$ cat src/hdl/boe_pkg.sv
// ----------------------------------------------------------------------------
// boe_pkg: shared types and constants for the binary outline extractor
// Frame limits, field widths, register indexes, queue entry and status types.
// ----------------------------------------------------------------------------
`default_nettype none

package boe_pkg;

	// Frame limits
	localparam int MAX_WIDTH  = 2048;
	localparam int MAX_HEIGHT = 2048;

	// Counter and line store address widths
	localparam int COL_W  = (MAX_WIDTH > 1) ? $clog2(MAX_WIDTH) : 1;
	localparam int ROW_W  = (MAX_HEIGHT > 1) ? $clog2(MAX_HEIGHT) : 1;
	// Widths that hold a frame size itself
	localparam int WDIM_W = $clog2(MAX_WIDTH + 1);
	localparam int HDIM_W = $clog2(MAX_HEIGHT + 1);

	// Port field widths
	localparam int CFG_W     = 12;
	localparam int CFG_IDX_W = 1;
	localparam int OUT_COL_W = 11;
	localparam int OUT_ROW_W = 11;

	// Register indexes
	localparam logic [CFG_IDX_W-1:0] REG_IMAGE_WIDTH  = 1'd0;
	localparam logic [CFG_IDX_W-1:0] REG_IMAGE_HEIGHT = 1'd1;

	// Register reset values
	localparam logic [CFG_W-1:0] RESET_WIDTH  = 12'd640;
	localparam logic [CFG_W-1:0] RESET_HEIGHT = 12'd480;

	// Result queue between front and back
	localparam int QUEUE_DEPTH = 4;
	localparam int QPTR_W      = (QUEUE_DEPTH > 1) ? $clog2(QUEUE_DEPTH) : 1;
	localparam int QCNT_W      = $clog2(QUEUE_DEPTH + 1);

	// Effective frame size, already clamped
	typedef struct packed {
		logic [WDIM_W-1:0] width;
		logic [HDIM_W-1:0] height;
	} boe_geom_t;

	// One classified pixel: up to two results
	typedef struct packed {
		logic                 has_upper;
		logic                 upper_outline;
		logic                 has_own;
		logic                 own_outline;
		logic                 frame_end;
		logic [OUT_COL_W-1:0] column;
		logic [OUT_ROW_W-1:0] row;
	} boe_entry_t;

	// Queue occupancy seen by front and back
	typedef struct packed {
		logic              empty;
		logic [QCNT_W-1:0] free;
	} boe_qstat_t;

	// Clamp a width register: zero acts as one, large values saturate
	function automatic logic [WDIM_W-1:0] clamp_width(input logic [CFG_W-1:0] v);
		if (v == '0) begin
			return WDIM_W'(1);
		end else if (32'(v) > MAX_WIDTH) begin
			return WDIM_W'(MAX_WIDTH);
		end else begin
			return WDIM_W'(v);
		end
	endfunction

	// Clamp a height register the same way
	function automatic logic [HDIM_W-1:0] clamp_height(input logic [CFG_W-1:0] v);
		if (v == '0) begin
			return HDIM_W'(1);
		end else if (32'(v) > MAX_HEIGHT) begin
			return HDIM_W'(MAX_HEIGHT);
		end else begin
			return HDIM_W'(v);
		end
	endfunction

endpackage

`default_nettype wire

$ cat src/hdl/boe_queue.sv
// ----------------------------------------------------------------------------
// boe_queue: short queue of classified pixels
// Decouples classification from result delivery.
// ----------------------------------------------------------------------------
`default_nettype none

module boe_queue (
	input  wire logic                clk,
	input  wire logic                arst_n,
	input  wire logic                push,
	input  wire boe_pkg::boe_entry_t push_entry,
	input  wire logic                pop,
	output boe_pkg::boe_entry_t      head,
	output boe_pkg::boe_qstat_t      q_stat
);

	boe_pkg::boe_entry_t         slots [boe_pkg::QUEUE_DEPTH];
	logic [boe_pkg::QPTR_W-1:0] wr_ptr_q;
	logic [boe_pkg::QPTR_W-1:0] rd_ptr_q;
	logic [boe_pkg::QCNT_W-1:0] count_q;

	function automatic logic [boe_pkg::QPTR_W-1:0] next_ptr(
		input logic [boe_pkg::QPTR_W-1:0] p);
		if (p == boe_pkg::QPTR_W'(boe_pkg::QUEUE_DEPTH - 1)) begin
			return '0;
		end else begin
			return p + boe_pkg::QPTR_W'(1);
		end
	endfunction

	// Store entries
	always_ff @(posedge clk) begin
		if (push) begin
			slots[wr_ptr_q] <= push_entry;
		end
	end

	// Advance pointers and track occupancy
	always_ff @(posedge clk or negedge arst_n) begin
		if (!arst_n) begin
			wr_ptr_q <= '0;
			rd_ptr_q <= '0;
			count_q  <= '0;
		end else begin
			if (push) begin
				wr_ptr_q <= next_ptr(wr_ptr_q);
			end
			if (pop) begin
				rd_ptr_q <= next_ptr(rd_ptr_q);
			end
			case ({push, pop})
				2'b10:   count_q <= count_q + boe_pkg::QCNT_W'(1);
				2'b01:   count_q <= count_q - boe_pkg::QCNT_W'(1);
				default: count_q <= count_q;
			endcase
		end
	end

	assign head         = slots[rd_ptr_q];
	assign q_stat.empty = (count_q == '0);
	assign q_stat.free  = boe_pkg::QCNT_W'(boe_pkg::QUEUE_DEPTH) - count_q;

endmodule

`default_nettype wire

$ cat config.mk
export PLATFORM = sky130hd
export DESIGN_NAME = boe_queue
export DESIGN_NICKNAME = d
export VERILOG_FILES = /design/src/hdl/boe_pkg.sv /design/src/hdl/boe_queue.sv
export SDC_FILE = /design/constraint.sdc
export NUM_CORES = 1
export LEC_CHECK = 0
export BUFFER_PORTS_ARGS = -buffer_cell sky130_fd_sc_hd__buf_2
export CAP_MARGIN = 25
export CORE_MARGIN = 4
export CORE_UTILIZATION = 53
export DETAILED_ROUTE_END_ITERATION = 6
export GPL_TIMING_DRIVEN = 0
export PLACE_DENSITY = 0.78
export SYNTH_ARGS = -nofsm -noshare
export SYNTH_HDL_FRONTEND = slang
export SYNTH_SLANG_ARGS = --single-unit
$ cat constraint.sdc
create_clock -name clk -period 2.2 [get_ports clk]
set_input_delay 0.22 -clock clk [delete_from_list [all_inputs] [get_ports clk]]
set_output_delay 0.22 -clock clk [all_outputs]
set_load 0.01 [all_outputs]
* Word-level counts from Yosys, hierarchy flattened *
Memories as Yosys holds them, arrays and structs flattened.
Cells that the tools add are included.

storage, ports and cells
  memories kept = 1
  bits in registers = 7
  bits in writable memories = 108

cells by class
  multiplexer cells = 5
  $add $sub $neg = 5
  eq/ne operators = 4
  reductions and logical operators = 2

memory list
  name   depth  width  read ports  clocked after memory_dff  write ports  RTL line         text
  slots  4      27     1           0                         1            boe_queue.sv:17  boe_pkg::boe_entry_t slots [boe_pkg::QUEUE_DEPTH];

operators by type and width
  operator             count
  $eq 2x2->1 const B   3
  $pmux 3 s2           1
  $add 2x1->2 const B  2
  $mux 2               2
  $add 3x1->3 const B  1
  $logic_not 3->1      1
  $sub 3x1->3 const B  1
  $sub 3x3->3 const A  1
  $eq 2x1->1 const B   1
  $mux 1               2
  $reduce_bool 2->1    1

* Depth between registers and ports, before layout *
Gate-level depths: netlist (run 1).

  depth after elaboration = 2
  mapped depth = 6
  mapped depth without buffers = 6

* Worst setup path before layout (run 1) *
No wires, ideal clock.

  kind = reg-to-reg
  start point = register wr_ptr_q[0] (netlist bit)
  end point = memory slots[0][0] (netlist bit) (enable)
  library setup time = 386 ps
  cell stages (with the launch flop) = 4
  arrival = 1,296 ps
  setup slack = 517 ps
  buffers on the path = 0
  data required time = 1,814 ps
  cell sequence = dfrtp_1 -> inv_1 -> ha_1 -> and2_1

RTL lines
  item                    RTL line         text
  from (decl)             boe_queue.sv:18  logic [boe_pkg::QPTR_W-1:0] wr_ptr_q;
  from (signal assigned)  boe_queue.sv:46  wr_ptr_q <= next_ptr(wr_ptr_q);
  to (decl)               boe_queue.sv:17

No word-level cell before the write port.

==> results.json, run 1 <==
{
  "die_w_um": 98.6,
  "p_per_area_nw_per_um2": 1360,
  "utilization": 0.743,
  "clk_pin_slew_ps": 60,
  "antenna_found_initial": 0,
  "path_cells": "buf_12, buf_12, mux4_2, buf_2",
  "cts_tree": "yes",
  "total_power_uw": 7920,
  "ir_drop_mv": 0.699,
  "r2r_start": "wr_ptr_q[0]$_DFFE_PN0P_",
  "gp_congestion": 0.663,
  "leakage_uw": 0.00214,
  "clock_skew_ps": 4.22,
  "synthCells": 181,
  "fmax_mhz": 467,
  "fin_crit_sh": 0.973,
  "clk_latency_ps": 500,
  "reg2reg_to": "slots[0][13]$_DFFE_PP_",
  "die_y_um": 98.6,
  "htreeDepth": 4,
  "end_kind": "primary output",
  "wirelength_um": 8110,
  "dp_hpwl_um": 4800,
  "drive_gt1_frac": 0.441,
  "nets": 338,
  "routedWlPerCell_um": 19.6,
  "critical_path_arrival_ps": 1920,
  "worstPathRequired_ps": 1980,
  "syn-num-nets": 221,
  "drtIter0Drc": 156,
  "cts_root_buffer": "clkbuf_8",
  "viasPerCell": 5.27,
  "yosysSeqAreaShare": 0.786,
  "num_vias": 2175,
  "gr-total-overflow": 0,
  "criticalPathCategory": "reg2out",
  "grt_pass1_vias": 2374,
  "crit_end": "head[24]",
  "tightest_slew_ps": 805,
  "worstHoldPathType": "in2reg",
  "core.rowCount": 32,
  "grt_pass1_wl_um": 13100,
  "clockBufferDepth": 2,
  "drv_slew": 0,
  "synthToLayoutAreaGrowth_pct": 34.0,
  "cpMostUsedCell": "buf_12",
  "drt-pass1-iter-count": 4,
  "regToRegSetupSlack_ps": 330,
  "drc": 0,
  "netlist_area_um2": 4350,
  "grt_max_degree": 18,
  "diodes": 0,
  "core_um2": 7850,
  "cts_made_buffers": 17,
  "status": "completed",
  "ant_nets": 0,
  "design.die.area_um2": 9720,
  "worst_setup_path_start_kind": "flip-flop",
  "fin_crit_ps": 2140,
  "clock-sinks": 115,
  "cp_max_fo": 10,
  "yosys_register_bits": 115,
  "synth.distinct_cells": 18,
  "r2r_cells": 4,
  "relSlewSlack": 0.463,
  "io_buffers": 61,
  "drv_cap": 0,
  "hold_violations": 0,
  "slowest_delay_ps": 510,
  "grt_use_total": 0.182,
  "start_util": 0.554,
  "io_pins": 62,
  "setup_violations": 0,
  "synth-warning-count": 0,
  "cp-startpoint": "rd_ptr_q[0]$_DFFE_PN0P_",
  "crit_slowest_cell": "mux4_2",
  "avgSynthCellArea_um2": 24.0
}
## cell usage after synthesis, drive strengths merged
master,instances,share of area
edfxtp,108,0.75
mux4,27,0.14
ha,8,0.023
buf,7,0.014
dfrtp,7,0.040
inv,7,0.0060
and2,4,0.0058
mux2,3,0.0078
xnor2,3,0.0060
nor2,2,0.0017
o21ai,2,0.0023
fa,1,0.0046
nand2,1,0.00086
or3,1,0.0014
## report_power, final
group          internal (uW)  total [uW]  switching [uW]
combinational           1180        2270            1090
sequential              2820        2960             134
clock                   1730        2700             966
## layer usage
metal  track usage  vias up  share of wire
met4        0.0515        0          0.010
met1         0.225     1106           0.40
met2         0.312       72           0.55
met5             0        -              0
met3        0.0587        9          0.045
li1              -      988              -
## cells by family after synthesis
group | count (synthesis) | share of synthesized area
compound gates | 2 | 0.00230
mux | 30 | 0.148
simple gates | 8 | 0.00978
flops | 115 | 0.786
fa+ha+maj | 9 | 0.0276
xor+xnor | 3 | 0.00604
buf+inv | 14 | 0.0201
## worst max-delay path, delay by kind of cell, from the launching register on
family | cells | cell delay (ps)
DFF | 1 | 450
buffers and inverters | 3 | 460
muxes | 1 | 510
## flip-flops by register name, indices dropped and copies added, names as in the netlist
name	count
rd_ptr_q	2
count_q	3
wr_ptr_q	2
slots	108
## area by class of cell
cell class,instances,area [um^2]
Tap cell,102,128
Multi-Input combinational cell,52,845
Buffer,7,81.3
Fill cell,456,2020
Clock inverter,15,181
Timing Repair Buffer,98,736
Inverter,7,26.3
Clock buffer,17,414
Sequential cell,115,3420
## cell usage in the layout, fill, tap and decap left out, types with 3 or more instances in the layout
| master | count |
|---|---|
| and2_1 | 4 |
| inv_1 | 7 |
| bufinv_16 | 3 |
| ha_1 | 8 |
| edfxtp_1 | 108 |
| clkinvlp_4 | 5 |
| xnor2_1 | 3 |
| dlygate4sd3_1 | 29 |
| mux4_2 | 26 |
| buf_4 | 6 |
| mux2_2 | 3 |
| clkbuf_16 | 16 |
| dfrtp_1 | 7 |
| buf_16 | 4 |
| buf_2 | 61 |
| inv_6 | 3 |
## repair_timing
action	4_1_cts	5_1_grt
pin swaps	0	0
setup buffers	0	4
gates resized for setup	1	5
gates cloned	0	0
setup endpoints to repair	1	18
hold buffers	29	0
hold endpoints to repair	116	0
## worst min-delay path by stage
stage	start	end	slack, ps	cells past startpoint
detailed placement	arst_n	wr_ptr_q[1]$_DFFE_PN0P_	60	1
floorplan	arst_n	count_q[0]$_DFFE_PN0P_	-80	0
finish	pop	rd_ptr_q[0]$_DFFE_PN0P_	60	2
global placement	arst_n	count_q[0]$_DFFE_PN0P_	60	1
CTS	pop	rd_ptr_q[0]$_DFFE_PN0P_	20	2
global route	pop	rd_ptr_q[0]$_DFFE_PN0P_	40	2
## through the flow
step	worst slack [ps]	hold slack, ps	area, um^2	cells	setup TNS (ps)
after detailed placement	342	64.0	4890	348	0
after CTS	0.281	24.3	5780	409	0
final	59.1	56.0	5830	413	0
after floorplan	517	-75.6	4350	181	0
after global routing	-12.3	41.0	5830	413	-14.7
after global placement	45.8	64.0	4780	344	0
Power figures use the tool's default switching activity.
==> inputs of run 2 (changes only) <==
Settings changed: CORE_UTILIZATION 53 to 51.
Clock period 2.2 ns to 1.9 ns, I/O delays scaled along.
==> results.json, run 2 (synthesis gave the netlist of run 1 again) <==
{
  "antenna_found_initial": 0,
  "cp_max_fo": 6,
  "grt_use_total": 0.175,
  "wirelength_um": 8100,
  "synthToLayoutAreaGrowth_pct": 37.7,
  "die_y_um": 100,
  "utilization": 0.725,
  "relSlewSlack": 0.609,
  "cts_root_buffer": "clkbuf_8",
  "grt_pass1_vias": 2383,
  "violations": "setup timing",
  "largest_registers": "slots (108), count_q (3)",
  "htreeDepth": 4,
  "end_kind": "primary output",
  "start_util": 0.527,
  "worst_setup_path_start_kind": "flip-flop",
  "p_per_area_nw_per_um2": 1600,
  "clockBufferDepth": 2,
  "nFillCells": 481,
  "final_common_cell": "edfxtp_1",
  "r2r_cells": 4,
  "drc": 0,
  "slowest_delay_ps": 530,
  "leakage_uw": 0.00221,
  "critical_path_arrival_ps": 1880,
  "criticalPathCategory": "reg2out",
  "gr-usage-met3": 0.0521,
  "clk_pin_slew_ps": 60,
  "clk_latency_ps": 500,
  "gr-total-overflow": 0,
  "fin_crit_sh": 1.09,
  "fmax_mhz": 483,
  "drt-pass1-iter-count": 4,
  "use_met2": 0.284,
  "fin_setup_tns_ps": -3660,
  "drive_gt1_frac": 0.448,
  "cts_tree": "yes",
  "core_um2": 8260,
  "io_buffers": 61,
  "viasPerCell": 5.31,
  "ant_nets": 0,
  "whs_ps": 60.6,
  "drv_slew": 0,
  "cts_made_buffers": 17,
  "largest_reg_flops": 108,
  "grt_pass1_wl_um": 12700,
  "regMostFlops": "slots",
  "gp_congestion": 0.660,
  "rsz0062_at_grt": "true",
  "drtIter0Drc": 80,
  "fin_crit_ps": 2070,
  "tightest_slew_ps": 586,
  "clock_skew_ps": 11.3,
  "crit_slowest_cell": "mux4_2",
  "drv_cap": 0,
  "diodes": 0,
  "clock-sinks": 115,
  "dp_hpwl_um": 4740,
  "core.rowCount": 33,
  "worstHoldPathType": "in2async",
  "worst_slack_ps": -169,
  "grt_busiest_layer": "met2",
  "hold_violations": 0,
  "ir_drop_mv": 0.834,
  "setup_violations": 27,
  "met1_usage": 0.222,
  "status": "finished, violations left",
  "die_w_um": 100,
  "design.die.area_um2": 10100,
  "num_vias": 2230,
  "path_cells": "buf_8, buf_12, mux4_2, buf_6",
  "grt_max_degree": 19,
  "worstPathRequired_ps": 1710,
  "nets": 342,
  "final_cell_mix": "edfxtp_1 (108), buf_2 (47), dlygate4sd3_1 (30)",
  "io_pins": 62,
  "place_ws_ps": 10.8,
  "routedWlPerCell_um": 19.3
}
run 2: cell types whose count changed in the layout (fill, tap and decap cells not counted), moves of 2 or more:
cell and change:
buf_6 +13, and2_1 -2, clkinv_2 +2, and2_2 +2, clkinvlp_4 -2, buf_8 +2, buf_2 -14, inv_6 -2
clkbuf_4 -2, buf_12 +2
run 2: worst paths after layout:
path                                           end               startpoint  slack, ps
setup / recovery                           head[7]  rd_ptr_q[0]$_DFFE_PN0P_       -170
min in group clk            slots[0][21]$_DFFE_PP_           push_entry[21]        440
hold / removal              count_q[2]$_DFFE_PN0P_                   arst_n         60
hold reg to reg             count_q[2]$_DFFE_PN0P_   count_q[2]$_DFFE_PN0P_        540
max in group asynchronous  rd_ptr_q[0]$_DFFE_PN0P_                   arst_n       1660
setup reg to reg            slots[2][13]$_DFFE_PP_  wr_ptr_q[0]$_DFFE_PN0P_        170
run 2: where the power goes:
group	switching, uW	internal, uW
Sequential	148	3270
Combinational	1360	1740
Clock	1080	1980
run 2: cell type report:
type / instances / area, um^2 / area share
Buffer: 7 / 85.1 / 0.0142
Tap cell: 105 / 131 / 0.0219
Multi-Input combinational cell: 52 / 843 / 0.141
Clock inverter: 14 / 163 / 0.0272
Timing Repair Buffer: 102 / 906 / 0.151
Clock buffer: 18 / 418 / 0.0698
Sequential cell: 115 / 3420 / 0.571
Inverter: 7 / 26.3 / 0.00439
run 2: per-stage QoR:
step / instances / power [uW] / instance area, um^2
2_1_floorplan: 181 / 5020 / 4350
3_3_place_gp: 347 / 5760 / 4790
3_5_place_dp: 351 / 5930 / 4880
4_1_cts: 419 / 9560 / 5940
5_1_grt: 420 / 10000 / 5990
6_report: 420 / 9580 / 5990
run 2: per-layer routing:
metal	wire length (um)	vias up
met3	447	10
met5	0	-
li1	-	999
met1	3260	1143
met2	4280	78
met4	114	0
run 2: worst max-delay path: cells and delay by family (launching register included):
family	cells	cell delay, ps
multiplexers	1	530
flip-flops	1	400
buffers and inverters	3	440
run 2: timing repair:
| item | in CTS | in global routing |
|---|---|---|
| hold buffers | 30 | 0 |
| endpoints found under the hold margin | 119 | 0 |
| gates cloned | 1 | 1 |
| resized for setup | 21 | 5 |
| setup endpoints to repair | 27 | 57 |
| buffers inserted | 5 | 0 |
==> inputs of run 3 (changes only) <==
Settings changed: CELL_PAD_IN_SITES_DETAIL_PLACEMENT set to 0, CELL_PAD_IN_SITES_GLOBAL_PLACEMENT set to 1, CORE_MARGIN 4 to not set, CORE_UTILIZATION 51 to 46, CTS_BUF_LIST set to sky130_fd_sc_hd__clkbuf_4 sky130_fd_sc_hd__clkbuf_8, PLACE_DENSITY 0.78 to 0.8.
==> results.json, run 3 (synthesis gave the netlist of run 1 again) <==
{
  "nets": 338,
  "grt_max_degree": 19,
  "gr-total-overflow": 0,
  "r2r_cells": 3,
  "die_w_um": 99.3,
  "gp_congestion": 0.635,
  "relSlewSlack": 0.485,
  "largest_registers": "slots (108), count_q (3)",
  "clockBufferDepth": 2,
  "worstHoldPathType": "in2reg",
  "min_delay_path_depth": 2,
  "ir_drop_mv": 0.906,
  "total_power_uw": 8600,
  "instances_no_fill": 421,
  "cp_max_fo": 6,
  "violations": "setup timing",
  "cts_root_buffer": "clkbuf_8",
  "io_buffers": 61,
  "worst_setup_path_start_kind": "flip-flop",
  "synthToLayoutAreaGrowth_pct": 32.2,
  "io_pins": 62,
  "clk_pin_slew_ps": 60,
  "worstPathRequired_ps": 1710,
  "clk_latency_ps": 410,
  "end_kind": "primary output",
  "hold_violations": 0,
  "routedWlPerCell_um": 17.8,
  "tightest_slew_ps": 773,
  "grt_use_total": 0.168,
  "clock-sinks": 115,
  "drtIter0Drc": 77,
  "clock_skew_ps": 5.32,
  "fin_crit_sh": 1.02,
  "regMostFlops": "slots",
  "dp_cells": 357,
  "place_ws_ps": 56.9,
  "grt_pass1_vias": 2359,
  "dp_hpwl_um": 4580,
  "final_cell_mix": "edfxtp_1 (108), buf_2 (51), dlygate4sd3_1 (28)",
  "worst_slack_ps": -41.8,
  "drv_slew": 0,
  "die_y_um": 99.3,
  "antenna_found_initial": 0,
  "wirelength_um": 7490,
  "criticalPathCategory": "reg2out",
  "design.die.area_um2": 9850,
  "cts_made_buffers": 17,
  "fin_setup_tns_ps": -416,
  "core.rowCount": 35,
  "ant_nets": 0,
  "critical_path_arrival_ps": 1750,
  "fin_area_um2": 5750,
  "htreeDepth": 4,
  "p_per_area_nw_per_um2": 1500,
  "rsz0062_at_grt": "true",
  "drv_cap": 0,
  "num_vias": 2161,
  "setup_violations": 16,
  "status": "finished, violations left",
  "fin_crit_ps": 1940,
  "diodes": 0,
  "fmax_mhz": 515,
  "drive_gt1_frac": 0.432,
  "grt_pass1_wl_um": 11700,
  "start_util": 0.473,
  "viasPerCell": 5.13,
  "final_common_cell": "edfxtp_1",
  "cts_tree": "yes",
  "dpl_cell_area_um2": 4900,
  "core_um2": 9200,
  "drc": 0,
  "leakage_uw": 0.00210,
  "largest_reg_flops": 108,
  "drt-pass1-iter-count": 4
}
[run 3: where the power goes]
| part | leakage (uW) | total, uW | switching, uW | internal, uW |
|---|---|---|---|---|
| sequential | 0.00107 | 3410 | 147 | 3270 |
| combinational | 0.000830 | 2910 | 1300 | 1610 |
| clock | 0.000199 | 2280 | 890 | 1390 |
[run 3: through the flow]
stage	util	hold WS, ps
after floorplan	-	-106
after global placement	0.521	35.0
after detailed placement	0.533	33.5
after CTS	0.619	23.2
after global routing	0.625	60.1
final	0.625	58.9
[run 3: what timing repair did]
item	CTS	global route
endpoints found under the hold margin	115	0
endpoints found under the setup margin	27	43
hold buffers	28	0
gates cloned	0	1
gates resized for setup	16	6
setup buffers	3	1
[run 3: path summary, 6_finish.rpt]
kind / slack, ps / start / end
setup / recovery: -40 / rd_ptr_q[0]$_DFFE_PN0P_ / head[22]
hold reg to reg: 540 / count_q[2]$_DFFE_PN0P_ / count_q[2]$_DFFE_PN0P_
hold / removal: 60 / push / wr_ptr_q[0]$_DFFE_PN0P_
max in group asynchronous: 1590 / arst_n / rd_ptr_q[0]$_DFFE_PN0P_
min in group asynchronous: 140 / arst_n / wr_ptr_q[1]$_DFFE_PN0P_
setup reg to reg: 110 / wr_ptr_q[0]$_DFFE_PN0P_ / slots[3][15]$_DFFE_PP_
[run 3: area by class of cell]
| type | instances | area [um^2] |
|---|---|---|
| Fill cell | 651 | 3440 |
| Inverter | 7 | 26.3 |
| Timing Repair Buffer | 98 | 826 |
| Clock inverter | 14 | 169 |
| Tap cell | 111 | 139 |
| Sequential cell | 115 | 3420 |
| Buffer | 7 | 92.6 |
| Multi-Input combinational cell | 52 | 846 |
| Clock buffer | 17 | 234 |
[run 3: critical path: stages (launching register included)]
cell     delay, ps
dfrtp_2        420
buf_12         140
buf_12         120
mux4_2         520
buf_6          140
[run 3: routing by layer]
layer | global-route usage | vias up | routed length, um
met5 | 0 | - | 0
met4 | 0.0781 | 0 | 106
met3 | 0.0520 | 12 | 419
li1 | - | 981 | -
met2 | 0.293 | 67 | 4020
met1 | 0.189 | 1101 | 2940
