## config.mk

```make
export PLATFORM = sky130hd
export DESIGN_NAME = boe_back_flat
export DESIGN_NICKNAME = d
export VERILOG_FILES = /design/src/hdl/boe_pkg.sv /design/src/hdl/boe_result_if.sv /design/src/hdl/boe_back.sv /design/src/flat_wrapper.sv
export SDC_FILE = /design/constraint.sdc
export NUM_CORES = 1
export LEC_CHECK = 0
export BUFFER_PORTS_ARGS = -buffer_cell sky130_fd_sc_hd__buf_2
export CORE_MARGIN = 2
export CORE_UTILIZATION = 40
export CTS_CLUSTER_SIZE = 25
export DETAILED_ROUTE_END_ITERATION = 16
export PLACE_DENSITY_LB_ADDON = 0.08
export SETUP_SLACK_MARGIN = 0.5
export SYNTH_ARGS = -nofsm -noshare
export SYNTH_HDL_FRONTEND = slang
export SYNTH_SLANG_ARGS = --single-unit
```

## constraint.sdc

```tcl
create_clock -name clk -period 4 [get_ports clk]
set_input_delay 1 -clock clk [delete_from_list [all_inputs] [get_ports clk]]
set_output_delay 1 -clock clk [all_outputs]
set_load 0.02 [all_outputs]
```

## src/hdl/boe_pkg.sv

```systemverilog
// ----------------------------------------------------------------------------
// boe_pkg: shared types and constants for the binary outline extractor
// Frame limits, field widths, register indexes, queue entry and status types.
// ----------------------------------------------------------------------------
`default_nettype none

package boe_pkg;

	// Frame limits
	localparam int MAX_WIDTH  = 2048;
	localparam int MAX_HEIGHT = 2048;

	// Counter and line store address widths
	localparam int COL_W  = (MAX_WIDTH > 1) ? $clog2(MAX_WIDTH) : 1;
	localparam int ROW_W  = (MAX_HEIGHT > 1) ? $clog2(MAX_HEIGHT) : 1;
	// Widths that hold a frame size itself
	localparam int WDIM_W = $clog2(MAX_WIDTH + 1);
	localparam int HDIM_W = $clog2(MAX_HEIGHT + 1);

	// Port field widths
	localparam int CFG_W     = 12;
	localparam int CFG_IDX_W = 1;
	localparam int OUT_COL_W = 11;
	localparam int OUT_ROW_W = 11;

	// Register indexes
	localparam logic [CFG_IDX_W-1:0] REG_IMAGE_WIDTH  = 1'd0;
	localparam logic [CFG_IDX_W-1:0] REG_IMAGE_HEIGHT = 1'd1;

	// Register reset values
	localparam logic [CFG_W-1:0] RESET_WIDTH  = 12'd640;
	localparam logic [CFG_W-1:0] RESET_HEIGHT = 12'd480;

	// Result queue between front and back
	localparam int QUEUE_DEPTH = 4;
	localparam int QPTR_W      = (QUEUE_DEPTH > 1) ? $clog2(QUEUE_DEPTH) : 1;
	localparam int QCNT_W      = $clog2(QUEUE_DEPTH + 1);

	// Effective frame size, already clamped
	typedef struct packed {
		logic [WDIM_W-1:0] width;
		logic [HDIM_W-1:0] height;
	} boe_geom_t;

	// One classified pixel: up to two results
	typedef struct packed {
		logic                 has_upper;
		logic                 upper_outline;
		logic                 has_own;
		logic                 own_outline;
		logic                 frame_end;
		logic [OUT_COL_W-1:0] column;
		logic [OUT_ROW_W-1:0] row;
	} boe_entry_t;

	// Queue occupancy seen by front and back
	typedef struct packed {
		logic              empty;
		logic [QCNT_W-1:0] free;
	} boe_qstat_t;

	// Clamp a width register: zero acts as one, large values saturate
	function automatic logic [WDIM_W-1:0] clamp_width(input logic [CFG_W-1:0] v);
		if (v == '0) begin
			return WDIM_W'(1);
		end else if (32'(v) > MAX_WIDTH) begin
			return WDIM_W'(MAX_WIDTH);
		end else begin
			return WDIM_W'(v);
		end
	endfunction

	// Clamp a height register the same way
	function automatic logic [HDIM_W-1:0] clamp_height(input logic [CFG_W-1:0] v);
		if (v == '0) begin
			return HDIM_W'(1);
		end else if (32'(v) > MAX_HEIGHT) begin
			return HDIM_W'(MAX_HEIGHT);
		end else begin
			return HDIM_W'(v);
		end
	endfunction

endpackage

`default_nettype wire

```

## src/hdl/boe_result_if.sv

```systemverilog
// ----------------------------------------------------------------------------
// boe_result_if: outline result channel
// One classified pixel with its position per beat, valid/ready handshake.
// ----------------------------------------------------------------------------
`default_nettype none

interface boe_result_if;
	logic                          valid;
	logic                          ready;
	logic                          outline;
	logic [boe_pkg::OUT_COL_W-1:0] out_column;
	logic [boe_pkg::OUT_ROW_W-1:0] out_row;
	logic                          frame_end;

	modport source (output valid, output outline, output out_column, output out_row,
		output frame_end, input ready);
	modport sink (input valid, input outline, input out_column, input out_row,
		input frame_end, output ready);
endinterface

`default_nettype wire

```

## src/hdl/boe_back.sv

```systemverilog
// ----------------------------------------------------------------------------
// boe_back: result delivery
// Splits each queue entry into one or two result beats through an output
// register; on the last row the upper result goes first.
// ----------------------------------------------------------------------------
`default_nettype none

module boe_back (
	input  wire logic                clk,
	input  wire logic                arst_n,
	input  wire boe_pkg::boe_entry_t head,
	input  wire boe_pkg::boe_qstat_t q_stat,
	output logic                     pop,
	boe_result_if.source             result
);

	logic                          out_valid_q;
	logic                          outline_q;
	logic [boe_pkg::OUT_COL_W-1:0] column_q;
	logic [boe_pkg::OUT_ROW_W-1:0] row_q;
	logic                          frame_end_q;
	logic                          phase_q;
	logic                          load;
	logic                          take_upper;

	// Load a new beat when the output register is free or drains now
	assign load       = ~q_stat.empty & (~out_valid_q | result.ready);
	assign take_upper = head.has_upper & ~phase_q;
	// Keep the entry for its second beat when it has two results
	assign pop        = load & ~(take_upper & head.has_own);

	always_ff @(posedge clk or negedge arst_n) begin
		if (!arst_n) begin
			out_valid_q <= 1'b0;
			phase_q     <= 1'b0;
		end else begin
			if (load) begin
				out_valid_q <= 1'b1;
				phase_q     <= take_upper & head.has_own;
			end else if (result.ready) begin
				out_valid_q <= 1'b0;
			end
		end
	end

	// Fill the output payload
	always_ff @(posedge clk) begin
		if (load) begin
			column_q <= head.column;
			if (take_upper) begin
				outline_q   <= head.upper_outline;
				row_q       <= head.row - boe_pkg::OUT_ROW_W'(1);
				frame_end_q <= 1'b0;
			end else begin
				outline_q   <= head.own_outline;
				row_q       <= head.row;
				frame_end_q <= head.frame_end;
			end
		end
	end

	assign result.valid      = out_valid_q;
	assign result.outline    = outline_q;
	assign result.out_column = column_q;
	assign result.out_row    = row_q;
	assign result.frame_end  = frame_end_q;

endmodule

`default_nettype wire

```

## src/flat_wrapper.sv

```systemverilog
// flat-port wrapper written by rule: the top's interface ports become plain ports
module boe_back_flat 
  (clk, arst_n, head, q_stat, pop, result_valid, result_outline, result_out_column, result_out_row, result_frame_end, result_ready);
  boe_result_if result_i ();
  input  wire logic clk;
  input  wire logic arst_n;
  input  wire boe_pkg::boe_entry_t head;
  input  wire boe_pkg::boe_qstat_t q_stat;
  output logic pop;
  output wire logic [$bits(result_i.valid)-1:0] result_valid;
  output wire logic [$bits(result_i.outline)-1:0] result_outline;
  output wire logic [$bits(result_i.out_column)-1:0] result_out_column;
  output wire logic [$bits(result_i.out_row)-1:0] result_out_row;
  output wire logic [$bits(result_i.frame_end)-1:0] result_frame_end;
  input wire logic [$bits(result_i.ready)-1:0] result_ready;
  assign result_valid = result_i.valid;
  assign result_outline = result_i.outline;
  assign result_out_column = result_i.out_column;
  assign result_out_row = result_i.out_row;
  assign result_frame_end = result_i.frame_end;
  assign result_i.ready = result_ready;
  boe_back u_core (.clk(clk), .arst_n(arst_n), .head(head), .q_stat(q_stat), .pop(pop), .result(result_i));
endmodule
```

Word-level counts from Yosys, hierarchy flattened
Cells that the tools add are included.

storage, ports and cells
  register bits after elaboration = 26
  bits in latches = 0
  RAM bits = 0
  memory bits (read-only) = 0
  output and inout port bits = 26
  logic and storage cells = 21
  memories kept = 0

cells by class
  add/sub/neg operators = 1
  $mul = 0
  divide/modulo/power cells = 0
  order comparisons = 0
  equal/unequal tests = 0
  shift-type cells = 0
  muxes and demuxes = 4
  bitwise gates (word level) = 9
  reduce and logical (&&, ||, !) cells = 1

operators with widths
  cell                                                                   number
  11-bit two-way mux                                                     1
  11-bit by 1-bit subtractor with 11-bit output (second input constant)  1
  1-bit AND                                                              4
  1-bit NOT                                                              4
  1-bit two-way mux                                                      3
  2-bit nonzero test                                                     1
  1-bit OR                                                               1

Logic depth before layout (Yosys ltp)
Gate-level depths: netlist (run 1).

  depth after elaboration = 5
  gate-level depth with buffers = 5
  gate-level depth less buffers = 5

Least setup slack after synthesis (run 1)
OpenSTA, ideal clock, no wires.

  path type = input to output
  start = in result_ready
  end = out pop
  arrival = 2928 ps
  required time = 3000 ps
  slack = 72 ps
  stages = 3
  cell sequence = inv_1 > a21oi_1 > a21boi_0

between the ends
  cells in the longest elaborated chain, start to end = 3

RTL lines
  item             RTL line            RTL
  from (decl)      flat_wrapper.sv:15  input wire logic [$bits(result_i.ready)-1:0] result_ready;
  1-bit OR         boe_back.sv:27      assign load = ~q_stat.empty & (~out_valid_q | result.ready);
  1-bit AND        boe_back.sv:27
  via u_core.load  boe_back.sv:23      logic load;
  1-bit AND        boe_back.sv:30      assign pop = load & ~(take_upper & head.has_own);
  to (decl)        flat_wrapper.sv:9   output logic pop;

The timed path passes the listed nets, and every way through them passes these cells.

Worst setup path in the final report (run 1)
Ends and elaborated chain as after synthesis.

==> results by group, run 1 <==
Global route
  • Vias in the first global route: 698
  • Antenna violations before repair: 0
  • Pin count of the biggest net entering global routing: 28
  • Gr ovfl total: 0
  • First-pass GRT wire length: about 2.8 mm
  • Total GRT Usage: between 10% and 20%

Timing
  • Skew final: 0.00298 ns
  • Final hold violations: 0
  • Unrepaired setup endpoints after global routing: no
  • Rel. slew slack: 71.0%
  • Worst-Margin Slew: 0.435 ns
  • Final setup viols: 0
  • Fin. max-slew vios: 0
  • Setup TNS: 0 ns
  • Fmax: 339 MHz
  • Final worst-path cycle share: between 70% and 80%
  • Worst Hold Margin: 0.449 ns
  • Min Tclk post-route: 2.95 ns

Die
  • Die span in x: 54.8 um
  • IO Pins: 60
  • Starting Density: 42.0%
  • Full die area: 0.00300 mm2
  • Die extent in y: 54.8 um
  • Num rows: 18
  • Core Box Area: 0.00245 mm2

Detailed routing
  • Vias per inst: 4.57
  • Routed Wire Length: 1.91 mm
  • Total number of vias: about 730
  • Antenna Violating Nets Remaining: 0
  • Drt first pass iters: 2
  • Wire length per cell: 12.0 um
  • DR iter-0 viols: 2
  • # DRC: 0

Power and ir drop
  • Leakage: 0.616 nW
  • Total chip power: a little over 0.5 mW
  • P per Cell Area: 366 mW/mm2
  • Logic pwr share: 15.7%
  • Internal power: 0.384 mW
  • Seq pwr share: a little over three fifths
  • P_sw: 0.124 mW
  • Power share of the clock group: 21.0%
  • Peak supply drop: around 0.00024 V
  • Sw frac: 24.3%

CTS
  • Post_cts resized: 0
  • Htree depth: 1
  • Hold Buf Count CTS: 0
  • Worst-Skew Late Latency: about 0.31 ns
  • Worst-path clk slew: 0.12 ns
  • Max Root-Sink Buffers: 2
  • CTS sink cnt: 26
  • Clock root buffer: clkbuf_4
  • CTS buffer count: 3
  • Post CTS Setup Buffer Count: 0
  • CTS tree: built

Critical path
  • CP Launch Point: result_ready
  • Critical Path RT: 3.00 ns
  • Crit Path Class: input port to primary output
  • Critical path startpoint category: input port
  • CP Capture Type: primary output
  • Reg2Reg Depth: 4
  • Worst R2R Start: u_core.phase_q
  • Worst Path Max Fanout: 27
  • Crit path DAT: ~2.0 ns
  • FF-to-FF setup slack: between 2 and 2.5 ns

Logic synthesis
  • Library cells used by synthesis: 22
  • Post-Syn Instances: 68
  • Mapped Area: 0.00103 mm2
  • Synth Net Count: 103
  • FF+latch count, synth: 26
  • Seq/Total Area, Yosys: 74.7%
  • Syn Area/Cell: 15.2 um2
  • Synth Warn #: 0

Layout
  • N_diodes: 0
  • # fillers: 228
  • Layout cell share with drive strength beyond 1: 49.6%
  • Final Util: between 50% and 60%
  • Post-route insts no fill: between 150 and 200
  • Area growth syn-to-layout: 34.4%
  • Final nets: ~170

Placed design
  • Placed cell count: 155
  • Placer Congestion: 0.620
  • Port buffer count: 56

Job
  • Max_cap viols: 0

Hold path
  • Worst hold path class: input port to asynchronous set/reset pin

Status
  • Run status: finished, final reports clean
power groups by stage:
stage	registers [mW]	logic, mW	clock network [mW]
global placement	0.327	0.0776	0
detailed placement	0.328	0.0807	0
floorplan	0.349	0.0218	0
CTS	0.322	0.0808	0.114
global route	0.324	0.0872	0.123
finish	0.322	0.0796	0.107
kinds of logic (layout without fill, tap and decap cells):
family,count (synthesis),count (layout),share of synthesized area (%)
AO/OA/AOI/OAI,7,7,4.00
XOR/XNOR,8,8,6.79
adder cells (fa/ha/maj),1,1,1.21
buffers and inverters,5,66,1.82
flip-flops,26,26,74.7
AND/OR/NAND/NOR,21,21,11.5
path summary, 6_finish.rpt:
kind | to
setup / recovery | pop
hold / removal | u_core.result.valid
setup reg to reg | u_core.result.out_row[6]
hold reg to reg | u_core.result.valid
max in group asynchronous | u_core.phase_q
min in group clk | u_core.result.valid
through the flow:
| stage | cell area [um2] | setup slack, ns |
|---|---|---|
| floorplan | 1040 | 0.563 |
| global placement | 1360 | 1.08 |
| detailed placement | 1360 | 1.04 |
| CTS | 1390 | 1.03 |
| global route | 1390 | 0.936 |
| finish | 1390 | 1.05 |
cell usage after synthesis:
cell type	instances	area, um2
nor3_1	2	10.0
nand2_1	7	26.3
a21boi_0	1	7.51
edfxtp_1	24	721
or4_1	1	7.51
xor2_1	6	52.6
nand3_1	1	5.00
o21ai_0	4	20.0
ha_1	1	12.5
nor2b_1	1	6.26
or3_4	1	11.3
inv_1	5	18.8
nand3b_1	1	7.51
o41ai_1	1	8.76
nor2_1	3	11.3
nor3_2	1	10.0
and2_1	1	6.26
nand2b_1	1	6.26
dfrtp_1	2	50.1
or4_4	1	11.3
xnor2_1	2	17.5
a21oi_1	1	5.00
worst max-delay path, stage by stage:
cell and delay (ns):
buf_2 0.09, inv_1 0.04, a21oi_2 0.10, buf_4 0.32, a21boi_0 0.21, buf_2 0.19
per-layer routing:
| layer | part of all wire, % | track usage, % |
|---|---|---|
| met2 | 53 | 24.6 |
| met1 | 39 | 15.5 |
| met5 | 0 | 0 |
| met4 | 0.78 | 6.25 |
| met3 | 7.3 | 2.73 |
final cells by class:
| class | instances | area (um2) | area share, % |
|---|---|---|---|
| Clock buffer | 3 | 22.5 | 1.62 |
| Clock inverter | 1 | 3.75 | 0.271 |
| Inverter | 5 | 18.8 | 1.35 |
| Multi-Input combinational cell | 37 | 246 | 17.8 |
| Sequential cell | 26 | 771 | 55.5 |
| Tap cell | 30 | 37.5 | 2.71 |
| Timing Repair Buffer | 57 | 288 | 20.7 |
registers in the layout, summed over array words and instances, names as in the netlist:
signal and cells:
u_core.phase_q 1, u_core.result.out_row 11, u_core.result.outline 1, u_core.result.out_column 11
u_core.result.valid 1, u_core.result.frame_end 1
cells in the final DEF (no fill, tap or decap), types with 2 or more instances in the layout:
| master | n |
|---|---|
| buf_2 | 56 |
| edfxtp_1 | 24 |
| nand2_1 | 7 |
| xor2_1 | 6 |
| inv_1 | 5 |
| o21ai_0 | 4 |
| nor2_1 | 3 |
| clkbuf_4 | 3 |
| nor3_1 | 2 |
| xnor2_1 | 2 |
| dfrtp_1 | 2 |
No activity file was read; power rests on OpenSTA's default activity.
==> run 2, diff against run 1 <==
Settings changed: CORE_UTILIZATION 40 to 38.
Clock period 4 ns to 2.5 ns, I/O delays scaled along.
==> run 2 against run 1 <==
Total power grew 63%. First-iteration DRC count grew to 5.0 times the previous value. Global-route usage shrank 0.58 points. Sequential power grew 60%. Core utilization grew 0.12 points. Non-clock buffer count grew 1. Die area grew 4.9%. Clock-buffer cell count grew 1. Clock skew grew 0.0049 ns. Worst hold slack lost 0.37 ns. Sequential share of layout area shrank 1.6 points. Critical path depth shrank 1.
==> results by group, run 2 (same netlist as run 1, synthesis figures left out) <==
Placed design
  • Pre-CTS setup slack: 0.340 ns (was 1.04 ns)
  • DP HPWL: 1.51 mm
  • Port buffer count: 56 (unchanged)
  • Placer Congestion: 0.689 (was 0.620)
  • Placed cell count: 156 (was 155)

CTS
  • Htree depth: 1 (unchanged)
  • Post_cts resized: 1 (was 0)
  • CTS tree: built (unchanged)
  • Max Root-Sink Buffers: 2 (unchanged)
  • Post CTS Setup Buffer Count: 0 (unchanged)
  • Hold Buf Count CTS: 0 (unchanged)
  • CTS buffer count: 3 (unchanged)
  • Worst-Skew Late Latency: 0.31 ns (about the same)
  • Worst-path clk slew: 0.12 ns (about the same)
  • Clock root buffer: clkbuf_4 (unchanged)
  • CTS sink cnt: 26 (unchanged)

Hold path
  • Worst hold path class: input port to asynchronous set/reset pin (unchanged)

Layout
  • Final Util: 56.6% (was 56.5%)
  • Post-route insts no fill: 160 (was 159)
  • Commonest non-fill, non-tap cell in the layout: buf_2 (unchanged)
  • Most frequent cells in the layout: buf_2, edfxtp_1, nand2_1, xor2_1 (was buf_2, edfxtp_1, nand2_1, xor2_1, inv_1)
  • Area growth syn-to-layout: 38.4% (was 34.4%)
  • N_diodes: 0 (unchanged)
  • Layout cell share with drive strength beyond 1: 52.3% (was 49.6%)
  • Final nets: 166 (was 165)
  • # fillers: 216 (was 228)

Global route
  • First-pass GRT wire length: 3.15 mm (was 2.85 mm)
  • Pin count of the biggest net entering global routing: 27 (was 28)
  • Total GRT Usage: 13.2% (was 13.7%)
  • Antenna violations before repair: 0 (unchanged)
  • Gr ovfl total: 0 (unchanged)
  • Vias in the first global route: 731 (was 698)

Timing
  • Rel. slew slack: 78.9% (was 71.0%)
  • Final setup viols: 0 (unchanged)
  • Final worst-path cycle share: about four fifths
  • Fmax: 508 MHz
  • Final hold violations: 0 (unchanged)
  • Min Tclk post-route: 1.97 ns
  • Final worst setup slack: 0.531 ns (was 1.05 ns)
  • Worst-Margin Slew: 0.317 ns (was 0.435 ns)
  • Setup TNS: 0 ns (unchanged)
  • Worst Hold Margin: 0.0745 ns (was 0.449 ns)
  • Skew final: 0.00789 ns (was 0.00298 ns)
  • Fin. max-slew vios: 0 (unchanged)
  • Unrepaired setup endpoints after global routing: no (unchanged)

Critical path
  • Largest stage delay, worst path: 0.17 ns (was 0.32 ns)
  • Worst path cell trace: buf_2 > nor2b_2 > buf_4 > a21boi_4 > buf_2 (was buf_2 > inv_1 > a21oi_2 > buf_4 > a21boi_0 > buf_2)
  • CP most frequent cell: buf_2 (unchanged)
  • Worst Path Max Fanout: 4 (was 27)
  • Critical Path RT: 1.88 ns (was 3.00 ns)
  • CP Launch Point: head[26] (was result_ready)
  • Crit Path Class: input port to primary output (unchanged)
  • CP max stage cell: nor2b_2 (was buf_4)
  • Worst R2R Start: u_core.phase_q (unchanged)
  • Crit path DAT: 1.34 ns (was 1.95 ns)
  • CP Capture Type: primary output (unchanged)
  • Critical path startpoint category: input port (unchanged)

Die
  • IO Pins: 60 (unchanged)
  • Num rows: 18 (unchanged)
  • Full die area: 0.00315 mm2 (was 0.00300 mm2)
  • Core Box Area: 0.00252 mm2 (was 0.00245 mm2)
  • Starting Density: 40.9% (was 42.0%)
  • Die extent in y: 56.1 um (was 54.8 um)
  • Die span in x: 56.1 um (was 54.8 um)

Detailed routing
  • Antenna Violating Nets Remaining: 0 (unchanged)
  • Vias per inst: 4.70 (was 4.57)
  • Total number of vias: 752 (was 727)
  • Wire length per cell: 12.1 um (was 12.0 um)
  • # DRC: 0 (unchanged)
  • Drt first pass iters: 4 (was 2)
  • Routed Wire Length: 1.93 mm (was 1.91 mm)
  • DR iter-0 viols: 10 (was 2)

Job
  • Max_cap viols: 0 (unchanged)

Power and ir drop
  • P per Cell Area: 579 mW/mm2 (was 366 mW/mm2)
  • Leakage: 0.630 nW (was 0.616 nW)
  • Peak supply drop: 0.000352 V (was 0.000237 V)

Status
  • Run status: finished, final reports clean (unchanged)
-- run 2: cell count changes in the layout (fill, tap and decap cells not counted), sizes merged --
cell and change:
clkbuf +1, buf +1, clkinv -1
-- run 2: per-stage QoR --
| step | area [um2] | power, mW |
|---|---|---|
| after global placement | 1400 | 0.658 |
| final | 1430 | 0.827 |
| after CTS | 1430 | 0.838 |
| after floorplan | 1070 | 0.598 |
| after global routing | 1430 | 0.874 |
| after detailed placement | 1400 | 0.663 |
-- run 2: final timing paths --
| path | cells after the start | end | slack (ns) |
|---|---|---|---|
| worst max-delay path | 5 | pop | 0.53 |
| worst min-delay path | 1 | u_core.result.valid | 0.07 |
| worst max register to register | 4 | u_core.result.out_row[5] | 0.78 |
| worst min register to register | 2 | u_core.result.valid | 0.58 |
| max in group asynchronous | 1 | u_core.phase_q | 2.33 |
| min in group clk | 1 | u_core.result.out_column[3] | 0.47 |
-- run 2: worst max-delay path, delay by kind of cell --
family                 cells  cell delay (ns)
buffers and inverters      3             0.42
AO/OA/AOI/OAI              1             0.13
AND/OR/NAND/NOR            1             0.17
-- run 2: layer usage --
metal | global-route usage [%] | vias up | wire length (um)
li1 | - | 370 | -
met1 | 13.9 | 341 | 749
met2 | 22.9 | 36 | 952
met3 | 3.72 | 5 | 177
met4 | 8.16 | 0 | 50
met5 | 0 | - | 0
-- run 2: report_power, final --
group / internal, mW / leakage [nW] / switching [mW]
combinational: 0.0538 / 0.362 / 0.0824
sequential: 0.508 / 0.253 / 0.00745
clock: 0.0623 / 0.0150 / 0.114
-- run 2: cell type report --
cell class	instances	area, um2	area share [%]
Inverter	5	31.3	2.19
Tap cell	30	37.5	2.63
Clock buffer	4	26.3	1.84
Multi-Input combinational cell	37	268	18.7
Timing Repair Buffer	58	295	20.7
Sequential cell	26	771	53.9
==> run 3, diff against run 2 <==
Clock period 2.5 ns to 1.8 ns, I/O delays scaled along.
==> run 3 against run 2 <==
Die area unchanged. Sequential power up 40%. Worst hold slack better by 0.23 ns. Highest routed layer unchanged.
==> results by group, run 3 (same netlist as run 1, synthesis figures left out) <==
Status
  • Run status: finished, final reports clean (unchanged)

Detailed routing
  • Wire length per cell: 11.9 um (was 12.1 um)
  • # DRC: 0 (unchanged)
  • Vias per inst: 4.60 (was 4.70)
  • Antenna Violating Nets Remaining: 0 (unchanged)
  • Drt first pass iters: 4 (unchanged)
  • Met3 wire length: 193 um (was 177 um)
  • Total number of vias: 792 (was 752)
  • DR iter-0 viols: 16 (was 10)
  • Uppermost layer routed: met4 (unchanged)
  • Met2 wire len: 1.06 mm (was 952 um)
  • Routed Wire Length: 2.06 mm (was 1.93 mm)
  • Wire length on met1: 791 um (was 749 um)

Timing
  • Final hold violations: 0 (unchanged)
  • Final worst setup slack: 0.163 ns (was 0.531 ns)
  • Worst-Margin Slew: 0.310 ns (was 0.317 ns)
  • Rel. slew slack: 79.3% (was 78.9%)
  • Skew final: 0.00784 ns (was 0.00789 ns)
  • Min Tclk post-route: about 1.6 ns
  • Fmax: 611 MHz
  • Final worst-path cycle share: 90.9%
  • Unrepaired setup endpoints after global routing: yes (was no)
  • Fin. max-slew vios: 0 (unchanged)
  • Final setup viols: 0 (unchanged)

Die
  • Die extent in y: 56.1 um (unchanged)
  • Die span in x: 56.1 um (unchanged)
  • Full die area: 0.00315 mm2 (unchanged)
  • Starting Density: 40.9% (unchanged)
  • Core Box Area: 0.00252 mm2 (unchanged)
  • Num rows: 18 (unchanged)
  • IO Pins: 60 (unchanged)

Power and ir drop
  • Peak supply drop: 0.000470 V (was 0.000352 V)
  • Leakage: 0.752 nW (was 0.630 nW)
  • Total chip power: 1.21 mW (was 0.827 mW)
  • P per Cell Area: 714 mW/mm2 (was 579 mW/mm2)

Critical path
  • Critical Path RT: 1.88 ns (about the same)
  • Worst Path Max Fanout: 4 (unchanged)
  • CP Launch Point: u_core.phase_q (was head[26])
  • Critical path startpoint category: flip-flop (was input port)
  • Crit path DAT: 1.71 ns (was 1.34 ns)
  • CP Buf/Inv Count: 1 (was 3)
  • CP max stage cell: or4_4 (was nor2b_2)
  • Crit Path Class: flip-flop to flip-flop (was input port to primary output)
  • Worst path top cell family by delay: simple AND/OR/NAND/NOR gates (was buffers and inverters)
  • Worst path cell trace: buf_6 > nand2b_4 > or4_4 > nor3_4 > xor2_1 (was buf_2 > nor2b_2 > buf_4 > a21boi_4 > buf_2)
  • CP Capture Type: flip-flop (was primary output)
  • Largest stage delay, worst path: 0.49 ns (was 0.17 ns)
  • Worst R2R Start: u_core.phase_q (unchanged)

Hold path
  • Beginning of the worst hold path: head[13]
  • Worst hold path class: input port to flip-flop (was input port to asynchronous set/reset pin)

Placed design
  • DP HPWL: 1.52 mm (was 1.51 mm)
  • Placer Congestion: 0.742 (was 0.689)
  • Port buffer count: 56 (unchanged)
  • Pre-CTS setup slack: -0.166 ns (was 0.340 ns)

CTS
  • Clock root buffer: clkbuf_4 (unchanged)
  • Worst-Skew Late Latency: 0.31 ns (about the same)
  • Worst-path clk slew: 0.13 ns (was 0.12 ns)
  • CTS sink cnt: 26 (unchanged)
  • Max Root-Sink Buffers: 2 (unchanged)
  • Htree depth: 1 (unchanged)
  • CTS tree: built (unchanged)
  • CTS buffer count: 3 (unchanged)

Layout
  • Register area: 772 um2 (was 771 um2)
  • Commonest non-fill, non-tap cell in the layout: buf_2 (unchanged)
  • Final nets: 178 (was 166)
  • # fillers: 211 (was 216)
  • N_diodes: 0 (unchanged)
  • Area growth syn-to-layout: 64.5% (was 38.4%)
  • Final Util: 67.3% (was 56.6%)
  • Most frequent cells in the layout: buf_2, edfxtp_1, buf_6, nand2_1, buf_4 (was buf_2, edfxtp_1, nand2_1, xor2_1)
  • Area taken by multi-input logic gates: 343 um2 (was 268 um2)
  • Layout cell share with drive strength beyond 1: 62.0% (was 52.3%)

Job
  • Max_cap viols: 0 (unchanged)

Global route
  • Gr ovfl total: 0 (unchanged)
  • Total GRT Usage: 13.4% (was 13.2%)
  • Antenna violations before repair: 0 (unchanged)
  • Pin count of the biggest net entering global routing: 27 (unchanged)
  • First-pass GRT wire length: 3.22 mm (was 3.15 mm)
  • Vias in the first global route: 763 (was 731)
## run 3: cell count changes in the layout (fill, tap and decap cells not counted), moves of 2 or more
| cell | before | now |
|---|---|---|
| buf_2 | 56 | 42 |
| buf_4 | 2 | 7 |
| buf_6 | 0 | 20 |
| nor2_1 | 3 | 0 |
| nor2_4 | 0 | 3 |
| nor3_1 | 2 | 0 |
| nor3_4 | 0 | 3 |
## run 3: final cells by class
cell class,instances,area share [%]
clock buffers,4,1.55
inverters,5,1.25
multi-input cells,37,20.2
flip-flops and latches,26,45.5
well taps,30,2.21
repair buffers,70,29.3
## run 3: report_power, final
| part | leakage (nW) | internal, mW | switching, mW |
|---|---|---|---|
| Sequential | 0.252 | 0.706 | 0.0149 |
| Combinational | 0.485 | 0.123 | 0.128 |
| Clock | 0.0150 | 0.0863 | 0.154 |
## run 3: path summary, 6_finish.rpt
kind	cells after the start	endpoint	slack [ns]
setup / recovery	5	u_core.result.out_row[5]	0.16
hold / removal	1	u_core.result.out_column[2]	0.31
setup reg to reg	5	u_core.result.out_row[5]	0.16
hold reg to reg	3	u_core.phase_q	0.72
max in group asynchronous	2	u_core.result.valid	1.26
min in group asynchronous	2	u_core.result.valid	0.44
## run 3: per-layer routing
layer / track usage [%] / vias up
met1: 15.0 / 359
met2: 24.0 / 38
met4: 4.08 / 0
met5: 0 / -
met3: 4.19 / 2
li1: - / 393
## run 3: worst register-to-register path, stage by stage, from the launching register on
cell	delay (ns)
dfrtp_1	0.44
buf_6	0.13
nand2b_4	0.13
or4_4	0.49
nor3_4	0.15
xor2_1	0.08
## run 3: metrics by stage
stage / area [um2] / std cells / hold slack, ns / setup TNS, ns
after floorplan: 1080 / 68 / 0.154 / -0.0223
after global placement: 1450 / 160 / 0.237 / -0.234
after detailed placement: 1450 / 160 / 0.241 / -0.267
after CTS: 1600 / 170 / 0.293 / 0
after global routing: 1700 / 172 / 0.279 / 0
final: 1700 / 172 / 0.305 / 0
## run 3: repair_timing
item	4_1_cts	5_1_grt
endpoints found under the setup margin	33	34
resized for setup	21	24
pin swaps	5	9
endpoints found under the hold margin	2	0
hold buffers	1	0
buffers inserted	5	2
